--- src/rtl/bsd_pkg.sv ---
// shared types and constants for the base-216 line decoder
package bsd_pkg;

   localparam int unsigned LINE_DIGITS = 64;
   localparam int unsigned GROUP_BYTES = 4;

   typedef struct packed {
      logic [7:0] digit;
      logic [5:0] line_bytes;
   } req_type;

   typedef struct packed {
      logic [7:0] byte_out;
      logic       last_of_run;
   } rsp_type;

   // bytes produced by one completed four-digit group
   typedef struct packed {
      logic [GROUP_BYTES-1:0][7:0] bytes;
      logic [2:0]                  count;
   } group_type;

   // weight of a digit by its place in the group, least significant first
   function automatic logic [23:0] radix_power(input logic [1:0] place);
      logic [23:0] weight;
      case (place)
         2'd0: weight = 24'd1;
         2'd1: weight = 24'd216;
         2'd2: weight = 24'd46656;
         2'd3: weight = 24'd10077696;
         default: weight = 24'd1;
      endcase
      return weight;
   endfunction

endpackage

--- src/rtl/bsd_group.sv ---
// line state, radix-216 word accumulation and byte cutting of one group
module bsd_group (
   input  logic               clock,
   input  logic               reset,
   input  logic               step,
   input  bsd_pkg::req_type   item,
   output logic               group_end,
   output bsd_pkg::group_type group
);
   import bsd_pkg::*;

   logic [5:0]  pos_ff, pos_in;
   logic [30:0] word_ff, word_in;
   logic [6:0]  holder_ff, holder_in;
   logic [2:0]  held_ff, held_in;
   logic [5:0]  left_ff, left_in;

   logic [1:0]  place;
   logic [5:0]  left_cur;
   logic [30:0] word_base;
   logic [31:0] product;
   logic [30:0] word_new;
   logic [37:0] stream;
   logic [37:0] aligned;
   logic [2:0]  byte_cnt;
   logic [2:0]  emit_cnt;
   logic [7:0]  mask_wide;

   always_comb begin
      place     = pos_ff[1:0];
      group_end = (place == 2'd3);
      left_cur  = (pos_ff == 6'd0) ? item.line_bytes : left_ff;
      word_base = (place == 2'd0) ? 31'd0 : word_ff;
      product   = {24'd0, item.digit} * {8'd0, radix_power(place)};
      word_new  = 31'(word_base + product[30:0]);

      // held bits sit above the new word; align the oldest bit to the top
      stream    = {holder_ff, word_new};
      aligned   = stream << (3'd7 - held_ff);
      byte_cnt  = (held_ff == 3'd0) ? 3'd3 : 3'd4;
      emit_cnt  = (left_cur < {3'd0, byte_cnt}) ? left_cur[2:0] : byte_cnt;

      held_in   = held_ff;
      holder_in = holder_ff;
      word_in   = word_new;
      left_in   = left_cur;
      mask_wide = 8'd0;
      if (group_end) begin
         held_in   = held_ff - 3'd1;
         mask_wide = (8'd1 << held_in) - 8'd1;
         holder_in = word_new[6:0] & mask_wide[6:0];
         word_in   = 31'd0;
         left_in   = left_cur - {3'd0, emit_cnt};
      end
      pos_in = pos_ff + 6'd1;

      for (int k = 0; k < GROUP_BYTES; k++) begin
         group.bytes[k] = aligned[37 - 8*k -: 8];
      end
      group.count = group_end ? emit_cnt : 3'd0;
   end

   always_ff @(posedge clock) begin
      if (reset) begin
         pos_ff    <= 6'd0;
         word_ff   <= 31'd0;
         holder_ff <= 7'd0;
         held_ff   <= 3'd0;
         left_ff   <= 6'd0;
      end else if (step) begin
         pos_ff    <= pos_in;
         word_ff   <= word_in;
         holder_ff <= holder_in;
         held_ff   <= held_in;
         left_ff   <= left_in;
      end
   end

endmodule

--- src/rtl/bsd_emit.sv ---
// result register: hands out the bytes of one group, one beat at a time
module bsd_emit (
   input  logic               clock,
   input  logic               reset,
   input  logic               load,
   input  bsd_pkg::group_type group,
   output logic               free,
   output logic               rsp_valid,
   input  logic               rsp_ready,
   output bsd_pkg::rsp_type   rsp_data
);
   import bsd_pkg::*;

   logic [GROUP_BYTES-1:0][7:0] bytes_ff;
   logic [2:0]                  rem_ff, rem_in;
   logic [1:0]                  idx_ff, idx_in;
   logic                        take;

   always_comb begin
      rsp_valid            = (rem_ff != 3'd0);
      take                 = rsp_valid && rsp_ready;
      free                 = (rem_ff == 3'd0) || ((rem_ff == 3'd1) && rsp_ready);
      rsp_data.byte_out    = bytes_ff[idx_ff];
      rsp_data.last_of_run = (rem_ff == 3'd1);

      rem_in = rem_ff;
      idx_in = idx_ff;
      if (load) begin
         rem_in = group.count;
         idx_in = 2'd0;
      end else if (take) begin
         rem_in = rem_ff - 3'd1;
         idx_in = idx_ff + 2'd1;
      end
   end

   always_ff @(posedge clock) begin
      if (load) begin
         bytes_ff <= group.bytes;
      end
   end

   always_ff @(posedge clock) begin
      if (reset) begin
         rem_ff <= 3'd0;
         idx_ff <= 2'd0;
      end else begin
         rem_ff <= rem_in;
         idx_ff <= idx_in;
      end
   end

endmodule

--- src/rtl/base216_line_to_bytes.sv ---
// base-216 line decoder: 64 digits per line in, up to 62 bytes per line out
// a digit is held in the input register; a group-closing digit then loads its group's bytes into the result register
// throughput: one digit per cycle; a group-closing digit waits until the result
//    register is empty or is handing out the last byte of the previous group
// each group gives 3 or 4 bytes, fewer once the line's byte count runs out, one per output beat
// reset clears the line position, word, held bits and both valid flags
module base216_line_to_bytes (
   input  logic             clock,
   input  logic             reset,
   input  logic             req_valid,
   output logic             req_ready,
   input  bsd_pkg::req_type req_data,
   output logic             rsp_valid,
   input  logic             rsp_ready,
   output bsd_pkg::rsp_type rsp_data
);
   import bsd_pkg::*;

   logic      in_vld_ff, in_vld_in;
   req_type   in_data_ff;
   logic      advance;
   logic      group_end;
   logic      emit_free;
   group_type group;

   // a group-closing digit needs the result register free
   assign advance   = in_vld_ff && (!group_end || emit_free);
   assign req_ready = !in_vld_ff || advance;

   always_comb begin
      in_vld_in = in_vld_ff;
      if (req_valid && req_ready) begin
         in_vld_in = 1'b1;
      end else if (advance) begin
         in_vld_in = 1'b0;
      end
   end

   always_ff @(posedge clock) begin
      if (reset) begin
         in_vld_ff <= 1'b0;
      end else begin
         in_vld_ff <= in_vld_in;
      end
   end

   always_ff @(posedge clock) begin
      if (req_valid && req_ready) begin
         in_data_ff <= req_data;
      end
   end

   bsd_group u_group (
      .clock     (clock),
      .reset     (reset),
      .step      (advance),
      .item      (in_data_ff),
      .group_end (group_end),
      .group     (group)
   );

   bsd_emit u_emit (
      .clock     (clock),
      .reset     (reset),
      .load      (advance && group_end),
      .group     (group),
      .free      (emit_free),
      .rsp_valid (rsp_valid),
      .rsp_ready (rsp_ready),
      .rsp_data  (rsp_data)
   );

endmodule
--- config.mk ---
export PLATFORM = sky130hd
export DESIGN_NAME = base216_line_to_bytes
export DESIGN_NICKNAME = d
export VERILOG_FILES = /design/src/rtl/bsd_pkg.sv /design/src/rtl/bsd_group.sv /design/src/rtl/bsd_emit.sv /design/src/rtl/base216_line_to_bytes.sv
export SDC_FILE = /design/constraint.sdc
export NUM_CORES = 1
export LEC_CHECK = 0
export BUFFER_PORTS_ARGS = -buffer_cell sky130_fd_sc_hd__buf_4
export CAP_MARGIN = 15
export CORE_MARGIN = 2
export CORE_UTILIZATION = 25
export DETAILED_ROUTE_END_ITERATION = 6
export PLACE_DENSITY_LB_ADDON = 0.1
export SYNTH_ARGS = -nofsm -noshare
export SYNTH_HDL_FRONTEND = slang
export SYNTH_HIERARCHICAL = 1
export SYNTH_SLANG_ARGS = --single-unit
--- constraint.sdc ---
create_clock -name clock -period 9.8 [get_ports clock]
set_clock_uncertainty 0.2 [all_clocks]
set_input_delay 0.49 -clock clock [delete_from_list [all_inputs] [get_ports clock]]
set_output_delay 0.49 -clock clock [all_outputs]
set_load 0.01 [all_outputs]
-- Word level (Yosys, flattened, before mapping)
Cells that the tools add are included.
- $add $sub $neg: 8
- multipliers: 1
- magnitude comparators: 2
- equality and inequality tests: 4
- shift operators: 2
- muxes and demuxes: 14
- bitwise logic cells: 1
- reduce and logical (&&, ||, !) cells: 19
- operator list (kind ; count):
    24-bit case mux with 4 select lines ; 1
    31-bit 2-to-1 mux ; 2
    38-bit by 3-bit << shifter with 38-bit output ; 1
    31-bit adder ; 1
    8-bit by 24-bit multiplier with 31-bit output ; 1
    8-bit binary-select mux with 2-bit select ; 1
    3-bit 2-to-1 mux ; 5
    6-bit 2-to-1 mux ; 2
    8-bit 2-to-1 mux ; 1
    7-bit bitwise AND ; 1
    1-bit by 3-bit << shifter with 7-bit output (first input constant) ; 1
    7-bit by 1-bit subtractor with 7-bit output (second input constant) ; 1
    6-bit by 1-bit adder with 6-bit output (second input constant) ; 1
    3-bit zero test ; 2
    6-bit zero test ; 1
    6-bit by 3-bit less-than comparator with 1-bit output ; 1
    3-bit by 1-bit subtractor with 3-bit output (second input constant) ; 2
    6-bit by 3-bit subtractor with 6-bit output ; 1
    1-bit logical AND ; 5
    2-bit == test (second input constant) ; 2
    2-bit nonzero test ; 2
    3-bit by 1-bit == test with 1-bit output (second input constant) ; 1
    1-bit logical OR ; 3
    2-bit by 3-bit less-than comparator with 1-bit output (second input constant) ; 1
    other kinds (9) ; 11
- register bits: 105

-- Depth between registers and ports, before layout
- depth after elaboration: 8
- mapped depth: 25
- mapped depth without buffers: 23

-- By module
The synthesis kept the hierarchy.
- by module, submodules not included (module ; instances ; cells an instance ; area each (µm²) ; sequential area each (µm²)):
    bsd_group ; 1 ; 1087 ; 9162.5 ; 1061.0
    bsd_emit ; 1 ; 80 ; 1492.7 ; 1061.0
    base216_line_to_bytes ; 1 ; 22 ; 500.5 ; 440.4

-- Worst setup path after synthesis
Ideal clock, no wire load.
- path type: register -> register
- start point: reg u_group.pos_ff[1]
- end point: reg u_emit/bytes_ff[6] (netlist name), data pin
- library setup time: 0.272 ns
- arrival: 6.041 ns
- data required time: 9.328 ns
- setup slack: 3.287 ns
- stages on the path, launching flop included: 23
- cells stage by stage: dfxtp_1 > ha_1 > clkbuf_1 > nor2_1 > nor2_1 > clkbuf_1 > nand2_1 > fa_1 > fa_1 > inv_1 > fa_1 > inv_1 > fa_1 > inv_1 > ha_1 > and3_1 > nand4_1 > o221ai_2 > a31oi_2 > o32ai_1 > xor2_1 > mux2_2 > mux4_2
- RTL lines (what ; line ; text):
    from (decl) ; bsd_group.sv:12 ; logic [5:0] pos_ff, pos_in;
    from (signal assigned) ; bsd_group.sv:71 ; pos_ff <= pos_in;
    to (signal assigned) ; bsd_emit.sv:39 ; bytes_ff <= group.bytes;
    to (decl) ; bsd_emit.sv:14 ; logic [GROUP_BYTES-1:0][7:0] bytes_ff;

==> reports/results.txt <==
Setup CP Type -> flop to flop
Post-CTS Setup Repair Bufs -> 0
Worst Setup End Kind -> flop
Setup crit end -> u_emit/bytes_ff[4]
CTS tree -> built
First-pass GRT wire length -> 53100 um
Row count -> 77
Worst hold path class -> primary input to flop
Later-pin clock latency in the skew report -> 0.39 ns
Largest cells by area after synthesis -> fa_1 (16%), ha_1 (13%), edfxtp_1 (12%), dfxtp_1 (11%), inv_1 (6.0%)
Starting Density -> 25.3%
DP Worst Slack -> 2.17 ns
Layout Area Growth over Synthesis -> 10.2%
ANT nets after route -> 0
Leakage power -> 5.53 nW
Int Pwr -> 0.846 mW
DRC errors left -> 0
Unique masters post-synth -> 68
Full die area -> 0.0463 mm^2
Fill cell count -> 4763
Dominant synthesized flop cell -> dfxtp_1
Number of top-level pins -> 29
Max-Cap Viols -> 0
Worst setup SP type -> flop
Die Wd -> 215 um
Avg Vias per Cell -> 4.61
Most frequent cells in the layout -> inv_1 (178), ha_1 (113), fa_1 (89)
Hold WS -> 0.0688 ns
Routed len/inst -> 18.9 um
Cell Area, Synth -> 0.0112 mm^2
Vias in the first global route -> 8823
Iter 0 DRT Violations -> 408
FF-to-FF path depth -> 22
Hold Violations, Final -> 0
Sw frac -> 37.1%
Synthesis Warnings -> 6
Final Slew Violations -> 0
Layout cells sized above 1 -> 10.1%
Worst slew pin tran -> 1.16 ns
CTS Sinks -> 105
Clk network pwr share -> 29.1%
Reg2reg end -> u_emit/bytes_ff[4]
Vias -> 8229
Fin Setup TNS -> 0 ns
Clock period minus worst slack -> 7.67 ns
Slew headroom -> 22.7%
IO Port Bufs -> 28
Gates resized, CTS repair -> 0
Async set-reset flop share out of synthesis -> 0%
Synth area leader -> fa_1
Status -> finished clean
Worst r2r src -> u_group/pos_ff[0]
Worst-path clk slew -> 0.08 ns
Switching Power -> 0.499 mW
Top-area cell type share of the netlist area -> 16.0%
Routed WL -> 33700 um
Final Power -> 1.35 mW
RSZ-0062 raised after global routing -> false
Area of the multi-input gates -> 0.00772 mm^2
Sequential area share after synthesis -> 23.0%
Maximum VDD drop -> 0.0767 mV
Post-Syn Area per Cell -> 9.38 um^2
Area of the core -> 0.0441 mm^2
CTS Buffer Depth -> 2
Initial antenna violation count -> 1
Sequential share of power -> 37.7%
WP data arrival -> 7.60 ns
Final worst slack -> 2.13 ns
Post-synth net total -> 1409
Final GP Congestion -> 0.789
CP Data Required Time -> 9.73 ns
Chip height -> 215 um
Cts bufs inserted -> 9
Register area -> 0.00256 mm^2
H-tree levels -> 3
Combinational power share -> 33.2%
1st-pass router iterations -> 5
Fin crit share -> 78.3%
P per Cell Area -> 109 mW/mm^2
Setup violators final -> 0
Setup crit start -> u_group/pos_ff[0]
Final HPWL DP -> 26300 um
Post-Syn Instances -> 1189
CTS hold repair buffers -> 0
Overflow after GRT -> 0
Root Driver -> clkbuf_16
Tot GR Track Use -> 15.2%
Largest net degree at the start of global routing -> 59
FF+latch count, synth -> 105
Commonest non-fill, non-tap cell in the layout -> inv_1
Crit path max fanout -> 43
Post-synth EDFFs -> 46
Nets -> 1408
Reg2Reg Setup Slack -> 2.13 ns
F_max -> 130 MHz
==> power by group through the flow <==
stage	logic [mW]	registers (mW)	clock network, mW
after floorplan	0.315	0.499	0
after CTS	0.459	0.508	0.409
after detailed placement	0.456	0.518	0
final	0.446	0.507	0.392
after global routing	0.510	0.510	0.422
after global placement	0.459	0.518	0
==> metal layers <==
layer	track usage [%]	up-vias	routed length, um
met1	19.9	4092	15900
met5	0	-	0
met4	4.02	0	626
met3	2.55	26	949
met2	25.8	101	16200
li1	-	4010	-
==> logic make-up after synthesis <==
kind of cell / Yosys count / share of synthesized area (%)
AO/OA/AOI/OAI: 195 / 11.2
XOR/XNOR: 45 / 3.53
adder cells (fa/ha/maj): 202 / 28.6
buffers and inverters: 232 / 7.91
flip-flops: 105 / 23.0
multiplexers: 85 / 11.0
AND/OR/NAND/NOR: 325 / 14.7
==> metrics by stage <==
stage,instances,util [%],instance area [um^2]
after global placement,1769,27.2,12000
final,1786,27.9,12300
after global routing,1785,27.9,12300
after floorplan,1189,-,11200
after detailed placement,1769,27.2,12000
after CTS,1785,27.9,12300
==> flip-flops by register name (all words and copies together), names as in the netlist <==
name	cells
u_group/word_ff	31
u_emit/rem_ff	3
u_emit/bytes_ff	32
u_group/pos_ff	6
u_group/holder_ff	7
u_group/left_ff	6
in_data_ff	14
in_vld_ff	1
u_emit/idx_ff	2
u_group/held_ff	3
==> critical path, cell delays in order, from the launching register on <==
cell,delay [ns]
dfxtp_1,0.43
inv_1,0.12
ha_1,0.20
buf_4,0.27
nor2_1,0.80
and2_1,0.26
inv_1,0.09
fa_1,0.53
inv_1,0.06
fa_1,0.48
fa_1,0.51
inv_1,0.05
fa_1,0.53
inv_1,0.04
ha_1,0.45
nand4_1,0.22
a2111oi_2,0.52
a21oi_1,0.14
a21oi_1,0.30
a211oi_1,0.16
xor2_1,0.20
mux2_2,0.34
mux4_2,0.49
==> synthesized netlist by cell type, types with 29 or more instances <==
master    number
a21oi_1       85
and2_1        39
clkbuf_1      46
dfxtp_1       59
edfxtp_1      46
fa_1          89
ha_1         113
inv_1        178
mux2i_1       32
nand2_1       81
nor2_1        73
nor2b_1       50
o21ai_0       36
xnor2_1       29
==> how the worst min path moves through the flow <==
| stage | end | cells past startpoint | startpoint | slack (ns) |
|---|---|---|---|---|
| after CTS | in_data_ff[2] | 1 | req_data[2] | 0.04 |
| after global routing | in_data_ff[4] | 1 | req_data[4] | 0.04 |
| after detailed placement | u_group/holder_ff[6] | 2 | u_group/holder_ff[6] | 0.25 |
| after floorplan | u_group/holder_ff[6] | 2 | u_group/holder_ff[6] | 0.23 |
| after global placement | u_group/holder_ff[6] | 2 | u_group/holder_ff[6] | 0.25 |
| final | in_data_ff[11] | 1 | req_data[11] | 0.07 |
==> cell type report <==
| class | count | area share (%) |
|---|---|---|
| Inverter | 182 | 5.58 |
| Clock inverter | 4 | 0.315 |
| Timing Repair Buffer | 38 | 2.32 |
| Antenna cell | 1 | 0.0204 |
| Sequential cell | 105 | 20.8 |
| Multi-Input combinational cell | 852 | 62.8 |
| Tap cell | 592 | 6.02 |
| Clock buffer | 12 | 2.09 |
No activity file was read; power rests on OpenSTA's default activity.
